[config.mk]
export PLATFORM = sky130hd
export DESIGN_NAME = go_to_goal_drive_controller
export DESIGN_NICKNAME = d
export VERILOG_FILES = /design/src/gtg_pkg.sv /design/src/gtg_cordic.sv /design/src/go_to_goal_drive_controller.sv
export SDC_FILE = /design/constraint.sdc
export NUM_CORES = 2
export LEC_CHECK = 0
export BUFFER_PORTS_ARGS = -buffer_cell sky130_fd_sc_hd__buf_2
export CAP_MARGIN = 10
export CORE_ASPECT_RATIO = 2
export CORE_UTILIZATION = 23
export CTS_BUF_LIST = sky130_fd_sc_hd__clkbuf_2 sky130_fd_sc_hd__clkbuf_4 sky130_fd_sc_hd__clkbuf_8
export DETAILED_ROUTE_END_ITERATION = 16
export PLACE_DENSITY = 0.36
export RECOVER_POWER = 25
export SLEW_MARGIN = 20
export SYNTH_ARGS = -nofsm -noshare
export SYNTH_HDL_FRONTEND = slang
export SYNTH_SLANG_ARGS = --single-unit
[constraint.sdc]
create_clock -name clk_i -period 16.51 [get_ports clk_i]
set_input_delay 1.651 -clock clk_i [delete_from_list [all_inputs] [get_ports clk_i]]
set_output_delay 1.651 -clock clk_i [all_outputs]
set_load 0.1 [all_outputs]
[src/gtg_pkg.sv]
// Shared types, constants and helpers for the go-to-goal drive controller.
// Used by gtg_cordic and go_to_goal_drive_controller; no dependencies.
`default_nettype none
package gtg_pkg;

  localparam int unsigned CIN_W = 36;   // CORDIC operand width
  localparam int unsigned CX_W  = 56;   // CORDIC datapath width (operand << 16 plus growth)
  localparam int unsigned Z_W   = 20;   // angle accumulator, Q.16

  localparam logic [1:0] OP_GOAL = 2'd0;
  localparam logic [1:0] OP_POSE = 2'd1;
  localparam logic [1:0] OP_TICK = 2'd2;

  localparam logic [1:0] MODE_STOP  = 2'd0;
  localparam logic [1:0] MODE_DRIVE = 2'd1;
  localparam logic [1:0] MODE_TURN  = 2'd2;

  localparam logic [1:0] REG_WHEELBASE = 2'd0;
  localparam logic [1:0] REG_STEER_LIM = 2'd1;
  localparam logic [1:0] REG_GOAL_TOL  = 2'd2;

  localparam logic signed [Z_W-1:0] HALF_PI16 = 20'sd102944;
  localparam logic signed [16:0] PI13      = 17'sd25736;
  localparam logic signed [17:0] TWO_PI13  = 18'sd51472;
  localparam logic signed [30:0] INV_GAIN  = 31'sd652032874;
  localparam logic signed [30:0] DIV20_MUL = 31'sd52429;
  localparam logic signed [16:0] TURN_ERR  = 17'sd3277;
  localparam logic [33:0] NEAR_DIST  = 34'd32768;
  localparam logic [34:0] VEL_SAT_IN = 35'd81920;
  localparam logic [12:0] VEL_MAX    = 13'd4096;
  localparam logic [12:0] VEL_MIN    = 13'd205;

  function automatic logic signed [Z_W-1:0] atan_lut(input logic [4:0] i);
    logic signed [Z_W-1:0] r;
    case (i)
      5'd0:  r = 20'sd51472;
      5'd1:  r = 20'sd30385;
      5'd2:  r = 20'sd16055;
      5'd3:  r = 20'sd8150;
      5'd4:  r = 20'sd4091;
      5'd5:  r = 20'sd2047;
      5'd6:  r = 20'sd1024;
      5'd7:  r = 20'sd512;
      5'd8:  r = 20'sd256;
      5'd9:  r = 20'sd128;
      5'd10: r = 20'sd64;
      5'd11: r = 20'sd32;
      5'd12: r = 20'sd16;
      5'd13: r = 20'sd8;
      5'd14: r = 20'sd4;
      5'd15: r = 20'sd2;
      5'd16: r = 20'sd1;
      default: r = '0;
    endcase
    return r;
  endfunction

  // Q.16 angle to Q3.13, round half up, clamp to +-pi
  function automatic logic signed [15:0] to_q13(input logic signed [Z_W-1:0] z);
    logic signed [Z_W:0] a;
    a = ($signed({z[Z_W-1], z}) + 21'sd4) >>> 3;
    if (a > 21'sd25736) a = 21'sd25736;
    if (a < -21'sd25736) a = -21'sd25736;
    return a[15:0];
  endfunction

endpackage
`default_nettype wire

[src/gtg_cordic.sv]
// Iterative vectoring CORDIC: one micro-rotation per cycle.
// Depends on gtg_pkg (widths, arctangent table).
`default_nettype none
module gtg_cordic import gtg_pkg::*; #(
  parameter int unsigned Steps = 16
) (
  input  wire logic                   clk_i,
  input  wire logic                   rst_ni,
  input  wire logic                   start_i,
  input  wire logic signed [CIN_W-1:0] x_i,
  input  wire logic signed [CIN_W-1:0] y_i,
  output logic                        done_o,
  output logic signed [Z_W-1:0]       z_o,
  output logic signed [CX_W-1:0]      mag_o
);

  localparam int unsigned CNT_W = $clog2(Steps + 1);

  logic                   busy_q, done_q;
  logic [CNT_W-1:0]       cnt_q;
  logic signed [CX_W-1:0] x_q, y_q, xs, ys, xe, ye;
  logic signed [Z_W-1:0]  z_q;
  logic [4:0]             idx;

  assign idx = 5'(cnt_q);
  assign xs  = x_q >>> idx;
  assign ys  = y_q >>> idx;
  assign xe  = {{(CX_W-CIN_W-16){x_i[CIN_W-1]}}, x_i, 16'b0};
  assign ye  = {{(CX_W-CIN_W-16){y_i[CIN_W-1]}}, y_i, 16'b0};

  always_ff @(posedge clk_i or negedge rst_ni) begin
    if (!rst_ni) begin
      busy_q <= 1'b0;
      done_q <= 1'b0;
      cnt_q  <= '0;
    end else begin
      done_q <= 1'b0;
      if (start_i) begin
        cnt_q <= '0;
        if (x_i == '0 && y_i == '0) begin
          x_q    <= '0;
          y_q    <= '0;
          z_q    <= '0;
          done_q <= 1'b1;
        end else begin
          busy_q <= 1'b1;
          if (xe < 0 && ye >= 0) begin
            x_q <= ye;
            y_q <= -xe;
            z_q <= HALF_PI16;
          end else if (xe < 0) begin
            x_q <= -ye;
            y_q <= xe;
            z_q <= -HALF_PI16;
          end else begin
            x_q <= xe;
            y_q <= ye;
            z_q <= '0;
          end
        end
      end else if (busy_q) begin
        if (y_q > 0) begin
          x_q <= x_q + ys;
          y_q <= y_q - xs;
          z_q <= z_q + atan_lut(idx);
        end else begin
          x_q <= x_q - ys;
          y_q <= y_q + xs;
          z_q <= z_q - atan_lut(idx);
        end
        cnt_q <= cnt_q + 1'b1;
        if (cnt_q == CNT_W'(Steps - 1)) begin
          busy_q <= 1'b0;
          done_q <= 1'b1;
        end
      end
    end
  end

  assign done_o = done_q;
  assign z_o    = z_q;
  assign mag_o  = x_q;

endmodule
`default_nettype wire

[src/go_to_goal_drive_controller.sv]
// Go-to-goal drive controller: goal/pose/tick items in, drive commands out.
// Depends on gtg_pkg and gtg_cordic.
//
//  channel | dir | handshake               | payload
//  in      | in  | in_valid_i/in_ready_o   | opcode, pos_x/y, quat_w/x/y/z
//  out     | out | out_valid_o/out_ready_i | motion_mode, velocity, steer_cmd, spin_rate
//  cfg     | in  | cfg_we_i                | cfg_idx_i, cfg_data_i
//
// Goal, idle-tick and unused beats are handled in S_IDLE itself. Pose beat:
// four quaternion products on the shared multiplier, then one CORDIC run.
// Tick beat: one CORDIC run for stop, turn or a drive without steering, and
// two CORDIC runs when steering is computed. The CORDIC unit and the single
// multiplier set the pace.
// Reset clears pose/goal state and config to defaults; a result held on a
// stalled output keeps the next tick in its final state with in_ready_o low.
`default_nettype none
module go_to_goal_drive_controller import gtg_pkg::*; #(
  parameter int unsigned CORDIC_STEPS = 16
) (
  input  wire logic               clk_i,
  input  wire logic               rst_ni,
  input  wire logic               in_valid_i,
  output logic                    in_ready_o,
  input  wire logic [1:0]         opcode_i,
  input  wire logic signed [31:0] pos_x_i,
  input  wire logic signed [31:0] pos_y_i,
  input  wire logic signed [15:0] quat_w_i,
  input  wire logic signed [15:0] quat_x_i,
  input  wire logic signed [15:0] quat_y_i,
  input  wire logic signed [15:0] quat_z_i,
  output logic                    out_valid_o,
  input  wire logic               out_ready_i,
  output logic [1:0]              motion_mode_o,
  output logic [12:0]             velocity_o,
  output logic signed [15:0]      steer_cmd_o,
  output logic signed [15:0]      spin_rate_o,
  input  wire logic               cfg_we_i,
  input  wire logic [1:0]         cfg_idx_i,
  input  wire logic [30:0]        cfg_data_i
);

  typedef enum logic [3:0] {
    S_IDLE, S_QMUL, S_YAW_GO, S_YAW_WAIT, S_DIFF, S_TGT_WAIT, S_MAG_H, S_MAG_L,
    S_DIST, S_DECIDE, S_VEL, S_VCHK, S_STEER_GO, S_STEER_WAIT, S_OUT
  } state_e;

  state_e state_q;
  logic [2:0] k_q;
  logic armed_q, pose_seen_q, ov_q;
  logic [15:0] wb_q;
  logic [14:0] lim_q;
  logic [30:0] tol_q;
  logic signed [31:0] tx_q, ty_q, cx_q, cy_q;
  logic signed [15:0] yaw_q, qw_q, qx_q, qy_q, qz_q;
  logic signed [31:0] sy_acc_q, cy_acc_q;
  logic signed [16:0] err_q;
  logic [32:0] m_q;
  logic [63:0] acc_q;
  logic [33:0] dist_q;
  logic signed [48:0] prod_q, prod_d;
  logic signed [17:0] ma;
  logic signed [30:0] mb;
  logic [1:0] mode_q;
  logic [12:0] vel_q;
  logic signed [15:0] steer_q, spin_q;
  logic [1:0] mode_o_q;
  logic [12:0] vel_o_q;
  logic signed [15:0] steer_o_q, spin_o_q;

  logic cs_start, cs_done;
  logic signed [CIN_W-1:0] cs_x, cs_y;
  logic signed [Z_W-1:0] cs_z;
  logic signed [CX_W-1:0] cs_mag;

  logic signed [32:0] dx_w, dy_w;
  logic signed [31:0] dx_s, dy_s;
  logic signed [17:0] werr;
  logic signed [16:0] err_wrapped;
  logic signed [18:0] spin_t;
  logic [34:0] n_w;
  logic [63:0] dsum;
  logic signed [CIN_W-1:0] p36;
  logic signed [15:0] steer_raw, lim_s;

  gtg_cordic #(.Steps(CORDIC_STEPS)) u_cordic (
    .clk_i, .rst_ni, .start_i(cs_start), .x_i(cs_x), .y_i(cs_y),
    .done_o(cs_done), .z_o(cs_z), .mag_o(cs_mag)
  );

  assign dx_w = {tx_q[31], tx_q} - {cx_q[31], cx_q};
  assign dy_w = {ty_q[31], ty_q} - {cy_q[31], cy_q};
  assign dx_s = (dx_w[32] != dx_w[31]) ? {dx_w[32], {31{~dx_w[32]}}} : dx_w[31:0];
  assign dy_s = (dy_w[32] != dy_w[31]) ? {dy_w[32], {31{~dy_w[32]}}} : dy_w[31:0];

  assign werr = {err_q[16], err_q} - {{2{yaw_q[15]}}, yaw_q};
  always_comb begin
    if (werr > 18'sd25736) err_wrapped = 17'(werr - TWO_PI13);
    else if (werr < -18'sd25736) err_wrapped = 17'(werr + TWO_PI13);
    else err_wrapped = werr[16:0];
  end

  assign spin_t = {{2{err_q[16]}}, err_q} + {err_q[16], err_q, 1'b0} + 19'sd2;
  assign n_w    = {1'b0, dist_q} + 35'd10;
  assign dsum   = acc_q + 64'(prod_q) + 64'd536870912;
  assign p36    = CIN_W'(prod_q);
  assign steer_raw = to_q13(cs_z);
  assign lim_s  = {1'b0, lim_q};

  // shared multiplier operand select
  always_comb begin
    ma = '0;
    mb = '0;
    case (state_q)
      S_QMUL: begin
        case (k_q)
          3'd0: begin ma = 18'(qw_q); mb = 31'(qz_q); end
          3'd1: begin ma = 18'(qx_q); mb = 31'(qy_q); end
          3'd2: begin ma = 18'(qy_q); mb = 31'(qy_q); end
          3'd3: begin ma = 18'(qz_q); mb = 31'(qz_q); end
          default: ;
        endcase
      end
      S_MAG_H:  begin ma = {2'b0, m_q[32:17]}; mb = INV_GAIN; end
      S_MAG_L:  begin ma = {1'b0, m_q[16:0]};  mb = INV_GAIN; end
      S_DECIDE: begin ma = {1'b0, n_w[16:0]};  mb = DIV20_MUL; end
      S_VCHK:   begin ma = {2'b0, wb_q};       mb = 31'(err_q); end
      default: ;
    endcase
  end
  assign prod_d = ma * mb;

  // CORDIC operand select
  always_comb begin
    cs_start = 1'b0;
    cs_x = '0;
    cs_y = '0;
    case (state_q)
      S_YAW_GO: begin
        cs_start = 1'b1;
        cs_x = 36'sd268435456 - (CIN_W'(cy_acc_q) <<< 1);
        cs_y = CIN_W'(sy_acc_q) <<< 1;
      end
      S_DIFF: begin
        cs_start = 1'b1;
        cs_x = CIN_W'(dx_s);
        cs_y = CIN_W'(dy_s);
      end
      S_STEER_GO: begin
        cs_start = 1'b1;
        cs_x = signed'({7'b0, vel_q, 16'b0}) + signed'({9'b0, vel_q, 14'b0});
        cs_y = (p36 <<< 3) + (p36 <<< 2);
      end
      default: ;
    endcase
  end

  assign in_ready_o = (state_q == S_IDLE);

  always_ff @(posedge clk_i or negedge rst_ni) begin
    if (!rst_ni) begin
      state_q     <= S_IDLE;
      k_q         <= '0;
      armed_q     <= 1'b0;
      pose_seen_q <= 1'b0;
      ov_q        <= 1'b0;
      wb_q        <= 16'd4096;
      lim_q       <= 15'd4915;
      tol_q       <= 31'd9830;
      tx_q        <= '0;
      ty_q        <= '0;
      cx_q        <= '0;
      cy_q        <= '0;
      yaw_q       <= '0;
      qw_q        <= '0;
      qx_q        <= '0;
      qy_q        <= '0;
      qz_q        <= '0;
      sy_acc_q    <= '0;
      cy_acc_q    <= '0;
      err_q       <= '0;
      m_q         <= '0;
      acc_q       <= '0;
      dist_q      <= '0;
      prod_q      <= '0;
      mode_q      <= MODE_STOP;
      vel_q       <= '0;
      steer_q     <= '0;
      spin_q      <= '0;
      mode_o_q    <= MODE_STOP;
      vel_o_q     <= '0;
      steer_o_q   <= '0;
      spin_o_q    <= '0;
    end else begin
      prod_q <= prod_d;
      if (ov_q && out_ready_i && state_q != S_OUT) ov_q <= 1'b0;
      if (cfg_we_i) begin
        case (cfg_idx_i)
          REG_WHEELBASE: wb_q  <= cfg_data_i[15:0];
          REG_STEER_LIM: lim_q <= cfg_data_i[14:0];
          REG_GOAL_TOL:  tol_q <= cfg_data_i;
          default: ;
        endcase
      end
      case (state_q)
        S_IDLE: begin
          if (in_valid_i) begin
            case (opcode_i)
              OP_GOAL: begin
                tx_q    <= pos_x_i;
                ty_q    <= pos_y_i;
                armed_q <= 1'b1;
              end
              OP_POSE: begin
                cx_q  <= pos_x_i;
                cy_q  <= pos_y_i;
                qw_q  <= quat_w_i;
                qx_q  <= quat_x_i;
                qy_q  <= quat_y_i;
                qz_q  <= quat_z_i;
                k_q   <= '0;
                state_q <= S_QMUL;
              end
              OP_TICK: begin
                if (armed_q && pose_seen_q) state_q <= S_DIFF;
              end
              default: ;
            endcase
          end
        end
        S_QMUL: begin
          k_q <= k_q + 3'd1;
          case (k_q)
            3'd1: sy_acc_q <= 32'(prod_q);
            3'd2: sy_acc_q <= sy_acc_q + 32'(prod_q);
            3'd3: cy_acc_q <= 32'(prod_q);
            3'd4: begin
              cy_acc_q <= cy_acc_q + 32'(prod_q);
              state_q  <= S_YAW_GO;
            end
            default: ;
          endcase
        end
        S_YAW_GO: state_q <= S_YAW_WAIT;
        S_YAW_WAIT: begin
          if (cs_done) begin
            yaw_q       <= steer_raw;
            pose_seen_q <= 1'b1;
            state_q     <= S_IDLE;
          end
        end
        S_DIFF: state_q <= S_TGT_WAIT;
        S_TGT_WAIT: begin
          if (cs_done) begin
            err_q   <= 17'(steer_raw);
            m_q     <= cs_mag[48:16];
            state_q <= S_MAG_H;
          end
        end
        S_MAG_H: begin
          err_q   <= err_wrapped;
          state_q <= S_MAG_L;
        end
        S_MAG_L: begin
          acc_q   <= 64'(prod_q) << 17;
          state_q <= S_DIST;
        end
        S_DIST: begin
          dist_q  <= dsum[63:30];
          state_q <= S_DECIDE;
        end
        S_DECIDE: begin
          steer_q <= '0;
          if (dist_q < {3'b0, tol_q}) begin
            mode_q  <= MODE_STOP;
            vel_q   <= '0;
            spin_q  <= '0;
            armed_q <= 1'b0;
            state_q <= S_OUT;
          end else if ((err_q >= TURN_ERR || err_q <= -TURN_ERR) && dist_q < NEAR_DIST) begin
            mode_q  <= MODE_TURN;
            vel_q   <= '0;
            spin_q  <= spin_t[17:2];
            state_q <= S_OUT;
          end else begin
            mode_q <= MODE_DRIVE;
            spin_q <= '0;
            if (n_w >= VEL_SAT_IN) begin
              vel_q   <= VEL_MAX;
              state_q <= S_VCHK;
            end else begin
              state_q <= S_VEL;
            end
          end
        end
        S_VEL: begin
          vel_q   <= prod_q[32:20];
          state_q <= S_VCHK;
        end
        S_VCHK: state_q <= (vel_q >= VEL_MIN) ? S_STEER_GO : S_OUT;
        S_STEER_GO: state_q <= S_STEER_WAIT;
        S_STEER_WAIT: begin
          if (cs_done) begin
            if (steer_raw > lim_s) steer_q <= lim_s;
            else if (steer_raw < -lim_s) steer_q <= -lim_s;
            else steer_q <= steer_raw;
            state_q <= S_OUT;
          end
        end
        S_OUT: begin
          if (!ov_q || out_ready_i) begin
            ov_q      <= 1'b1;
            mode_o_q  <= mode_q;
            vel_o_q   <= vel_q;
            steer_o_q <= steer_q;
            spin_o_q  <= spin_q;
            state_q   <= S_IDLE;
          end
        end
        default: state_q <= S_IDLE;
      endcase
    end
  end

  assign out_valid_o   = ov_q;
  assign motion_mode_o = mode_o_q;
  assign velocity_o    = vel_o_q;
  assign steer_cmd_o   = steer_o_q;
  assign spin_rate_o   = spin_o_q;

endmodule
`default_nettype wire

# After elaboration in Yosys (flattened, before gate mapping)
# Memories as Yosys holds them, arrays and structs flattened.
# Cells that the tools add are included.
[totals]
inputBits = 168
output_inout_bits = 49
register_bits = 757
romBits = 1024
n_memories = 2
elab_cells = 256
[classes]
eq_ne = 39
bitwise_logic = 2
shift = 2
n_reduce_logical = 44
n_mul = 1
n_addsub = 27
muxes = 86
n_lt_le_gt_ge = 15
[mem_list]
columns = ["memory", "words", "width", "read_ports", "rd_clocked_by_memory_dff", "wr", "line_no", "text"]
rows = [
  ["(name not given)", 32, 16, 1, 0, 0, "gtg_pkg.sv:35", "case (i)"],
  ["(name not given)", 32, 16, 1, 0, 0, "gtg_pkg.sv:35", ""],
]
[op_table]
columns = ["op", "count"]
rows = [
  ["two-way mux 56 bit", 12],
  ["two-way mux 20 bit", 12],
  ["case mux 36 bit (3 select lines)", 2],
  ["case mux 32 bit (2 select lines)", 2],
  ["case mux 31 bit (4 select lines)", 1],
  ["adder 56 bit", 2],
  ["negator 52 -> 56 bit", 2],
  [">>> shifter 56 x 5 -> 56 bit", 2],
  ["subtractor 56 bit", 2],
  ["two-way mux 16 bit", 6],
  ["case mux 18 bit (5 select lines)", 1],
  ["zero test 36 bit", 2],
  ["case mux 18 bit (4 select lines)", 1],
  ["subtractor 32 x 32 -> 33 bit", 2],
  ["adder 32 bit", 2],
  ["adder 64 x 30 -> 64 bit, second input constant", 1],
  ["adder 64 bit", 1],
  ["two-way mux 32 bit", 2],
  ["case mux 31 bit (2 select lines)", 1],
  ["case mux 4 bit (15 select lines)", 1],
  ["> comparator 56 x 1 -> 1 bit, second input constant", 1],
  [">= comparator 52 x 1 -> 1 bit, second input constant", 1],
  ["< comparator 52 x 1 -> 1 bit, second input constant", 1],
  ["two-way mux 17 bit", 3],
  ["other kinds (70)", 153],
]

# Depth between registers and ports, before layout
[depth]
word_depth = 10
mapped_depth = 39
mapped_depth_nobuf = 37

# By module
# A second synthesis with hierarchy kept.
[hier_totals]
hier_cells = 9672
hier_area_um2 = 86590.5
[by_module_without_submodules]
columns = ["module", "n_inst", "seq_area_each_um2", "area_each_um2", "cells_per_inst"]
rows = [
  ["go_to_goal_drive_controller", 1, 15483.6, 59020.4, 6407],
  ["gtg_cordic", 1, 4139.0, 27570.2, 3265],
]

# Worst setup path before layout
# OpenSTA, ideal clock, no wires.
[synth_path]
path_type = "register -> register"
start = "register state_q[1]"
end = "register prod_q[48]"
synth_period_minus_slack_ns = 8.752
path_buffers = 3
path_slack_ns = 7.758
path_stages_with_launch = 33
setup_time_ns = 0.124
arrival_ns = 8.628
required_time_ns = 16.386
path_cell_list = "dfrtp_1 > clkbuf_1 > clkbuf_1 > nor2b_1 > nand2_1 > nor2_1 > nor2_1 > a21o_1 > inv_1 > a221o_1 > a221oi_1 > clkbuf_1 > nor2_1 > fa_1 > fa_1 > fa_1 > fa_1 > fa_1 > inv_1 > fa_1 > inv_1 > ha_1 > a21o_1 > a211o_1 > a221oi_1 > o21ai_0 > o211ai_1 > a32oi_1 > a41oi_1 > a21oi_1 > a211oi_1 > a21oi_1 > xnor2_1"
[synth_between]
elab_chain_cells = 4
elab_cells_between_ends = 9
classes_between = "1 x mul; 5 x eq/ne; 2 x mux; 1 x reduce/logical"
[synth_rtl]
columns = ["element", "line_no", "text"]
rows = [
  ["from (decl)", "go_to_goal_drive_controller.sv:47", "state_e state_q;"],
  ["from (signal assigned)", "go_to_goal_drive_controller.sv:299", "S_VCHK: state_q <= (vel_q >= VEL_MIN) ? S_STEER_GO : S_OUT;"],
  ["== test 4 x 3 -> 1 bit", "go_to_goal_drive_controller.sv:113", "case (state_q)"],
  ["OR reduction 2 bit (no line)", "-", ""],
  ["case mux 31 bit (4 select lines)", "go_to_goal_drive_controller.sv:113", ""],
  ["multiplier 18 x 31 -> 49 bit *", "go_to_goal_drive_controller.sv:130", "assign prod_d = ma * mb;"],
  ["named net prod_d[48]", "go_to_goal_drive_controller.sv:60", "logic signed [48:0] prod_q, prod_d;"],
  ["to (signal assigned)", "go_to_goal_drive_controller.sv:194", "prod_q <= prod_d;"],
  ["to (decl)", "go_to_goal_drive_controller.sv:60", ""],
]
# The timed path passes the listed nets; every way through them passes the cells marked *.
# A chain may end at the register's enable or synchronous reset.

# Final worst setup path
[layout_path]
start = "register state_q[0]"
end = "register prod_q[48]"
# Same word-level chain as after synthesis.

==> flow_metrics.tcl <==
set metrics [dict create \
    ys.flop_type "dfrtp_1" \
    status "complete, but fails checks" \
    htreeDepth 4 \
    synth_edf_count 132 \
    dp_hpwl_um 339000 \
    antenna_left 0 \
    powerDensity_mw_per_mm2 46.3 \
    critPathKind "reg -> reg" \
    die-area_mm2 0.363 \
    clk_latency_ps 1050 \
    synthCells 9216 \
    skew_ps 199 \
    hold_buffers 0 \
    coreArea_mm2 0.358 \
    io_pins 217 \
    cts_root_buf "clkbuf_8" \
    place_congestion 0.982 \
    fin_setup_tns_ps 0 \
    grt_max_degree 98 \
    routed_wl_um 411000 \
    ys_top_cells_by_count "nand2_1, inv_1, nor2_1" \
    cts_tree "built" \
    cap_violations 12 \
    crit_arrival_ps 13920 \
    synth.distinct_cells 115 \
    slowest_delay_ps 1530 \
    critPathSlowestCell "clkbuf_1" \
    grt_pass1_wl_um 572000 \
    portBuffers 216 \
    drt_iter0_drc 4634 \
    rows 311 \
    end_kind "register" \
    layout.area.seq_mm2 0.0196 \
    gr-total-overflow 0 \
    synth_top_area_cell "dfrtp_1" \
    worst_hold_path_type "reg -> reg" \
    max-slew-margin-rel -2.83 \
    syn_nets 10559 \
    cts_made_buffers 146 \
    hold_viol 0 \
    grt_pass1_vias 74992 \
    critPathLaunchType "register" \
    antenna_found_initial 44 \
    grt.total_usage 0.223 \
    avgSynthCellArea_um2 8.99 \
    max_slew.worst_pin.slew_ps 5750 \
    period_needed_ps 13120 \
    synthTopCellsByArea "dfrtp_1, fa_1, ha_1" \
    final_max_slew_viol_count 577 \
    cts_setup_buffers 0 \
    async_flop_share 0.826 \
    hold-worst-slack_ps 484 \
    final_util 0.259 \
    die_h_um 851 \
    ys_warn_count 0 \
    syn_area_mm2 0.0828 \
    n_fill_cell 38718 \
    crit_top_cell "fa_1" \
    syn_to_final_growth_pct 12.0 \
    grt_setup_unrepaired "no" \
    path_clk_slew_ps 60 \
    dr.pass1.iters 6 \
    cp.required_ps 17310 \
    fin_nets 10715 \
    power_leakage_nw 43.4 \
    period_share 0.795 \
    vdd_drop_max_v 0.0000544 \
    violations "capacitance limit, slew limit" \
    initial_core_util 0.231 \
    drive_above_1_share 0.138 \
    setup_violations 0 \
    die_x_um 426 \
    yosysSeqAreaShare 0.237 \
    fmax_mhz 76.2 \
    cts.sinks 757 \
    drc 0 \
    yosysMostFrequentCell "nand2_1" \
    viasPerCell 5.04 \
    via_count 71562 \
    clk_path_buf_depth 4 \
    post_cts_resized 0 \
    wl_per_cell_um 29.0 \
    multi_input_area_mm2 0.0582 \
    synth-seq-cells 757 \
    synth.top_cell.area_share 0.184 \
    crit_fanout 38 \
]
## routing by layer
layer,GRT usage,vias up,share of wire
li1,-,32593,-
met1,0.198,35882,0.31
met2,0.432,2093,0.55
met3,0.0261,974,0.035
met4,0.203,20,0.11
met5,0,-,0.00029
## worst max-delay path, delay by kind of cell, from the launching register on
family / cells / cell delay [ps]
AO/OA/AOI/OAI: 11 / 3360
buffers and inverters: 9 / 3260
adder cells (fa/ha/maj): 7 / 3150
AND/OR/NAND/NOR: 8 / 2620
flip-flops: 1 / 320
XOR/XNOR: 1 / 140
## cell families after synthesis
family                   count (synthesis)  share of synthesized area
AO/OA/AOI/OAI                         2172                      0.169
XOR/XNOR                               572                     0.0606
adder cells (fa/ha/maj)               1175                      0.223
buffers and inverters                 1337                     0.0634
flip-flops                             757                      0.237
multiplexers                           605                      0.102
AND/OR/NAND/NOR                       2598                      0.145
## area by class of cell
class                      instances  area share
multi-input combinational       7122       0.628
sequential                       757       0.212
tap                             4695      0.0633
inverter                         950      0.0385
clock buffer                     220      0.0298
timing repair buffer             395      0.0257
clock inverter                    29     0.00290
antenna                           19    0.000513
## cells in the final DEF (no fill, tap or decap), types with 47 or more instances in the layout
cell type  netlist  final
nand2_1        954    950
inv_1          948    947
nor2_1         705    699
ha_1           672    672
dfrtp_1        610    605
a21oi_1        556    551
o21ai_0        510    503
fa_1           503    503
mux2_2         364    364
xnor2_1        344    342
a21o_1         233    233
xor2_1         227    226
buf_2           37    213
clkbuf_8         0    178
buf_4           10    161
nand3_1        160    160
mux4_2         144    144
nor3_1         138    135
edfxtp_1       132    132
o21a_1         102    101
nand2b_1        99     99
a31oi_1         97     96
nor2b_1         96     93
and3_1          84     84
mux2i_1         84     84
nand4_1         67     67
o21bai_1        65     65
and2_1          65     64
a22oi_1         59     59
o211ai_1        50     50
a211oi_1        53     50
o221ai_1        48     47
## registers in the layout (all words and copies together), names as in the netlist, 32 cells and up
name / count
u_cordic.y_q: 56
acc_q: 47
ty_q: 32
dist_q: 34
u_cordic.mag_o: 56
prod_q: 49
cy_acc_q: 32
cy_q: 32
m_q: 33
sy_acc_q: 32
cx_q: 32
tx_q: 32
## through the flow
step | power [W] | setup WS (ps) | std cells | area, µm²
6_report | 0.00429 | 3390 | 14187 | 92800
4_1_cts | 0.00440 | 4950 | 14168 | 92800
2_1_floorplan | 0.00207 | 7760 | 9216 | 82800
3_5_place_dp | 0.00220 | 5110 | 13919 | 89800
5_1_grt | 0.00445 | 2430 | 14182 | 92800
3_3_place_gp | 0.00219 | 5150 | 13919 | 89800
## final timing paths
path                            startpoint          to  slack (ps)  depth (start not counted)
worst max-delay path            state_q[0]  prod_q[48]        3390                         36
worst min-delay path               m_q[14]     m_q[14]         480                          2
worst max register to register  state_q[0]  prod_q[48]        3390                         36
worst min register to register     m_q[14]     m_q[14]         480                          2
max in group asynchronous           rst_ni    tx_q[16]        4620                          4
min in group asynchronous           rst_ni   tol_q[28]        2460                          1
## report_power, final
| part | leakage (nW) | switching (W) | internal (W) |
|---|---|---|---|
| logic | 32.1 | 0.000112 | 0.0000726 |
| registers | 9.70 | 0.0000385 | 0.00193 |
| clock network | 1.60 | 0.00101 | 0.00113 |
| total | 43.4 | 0.00116 | 0.00313 |
(Power assumes the default switching activity.)
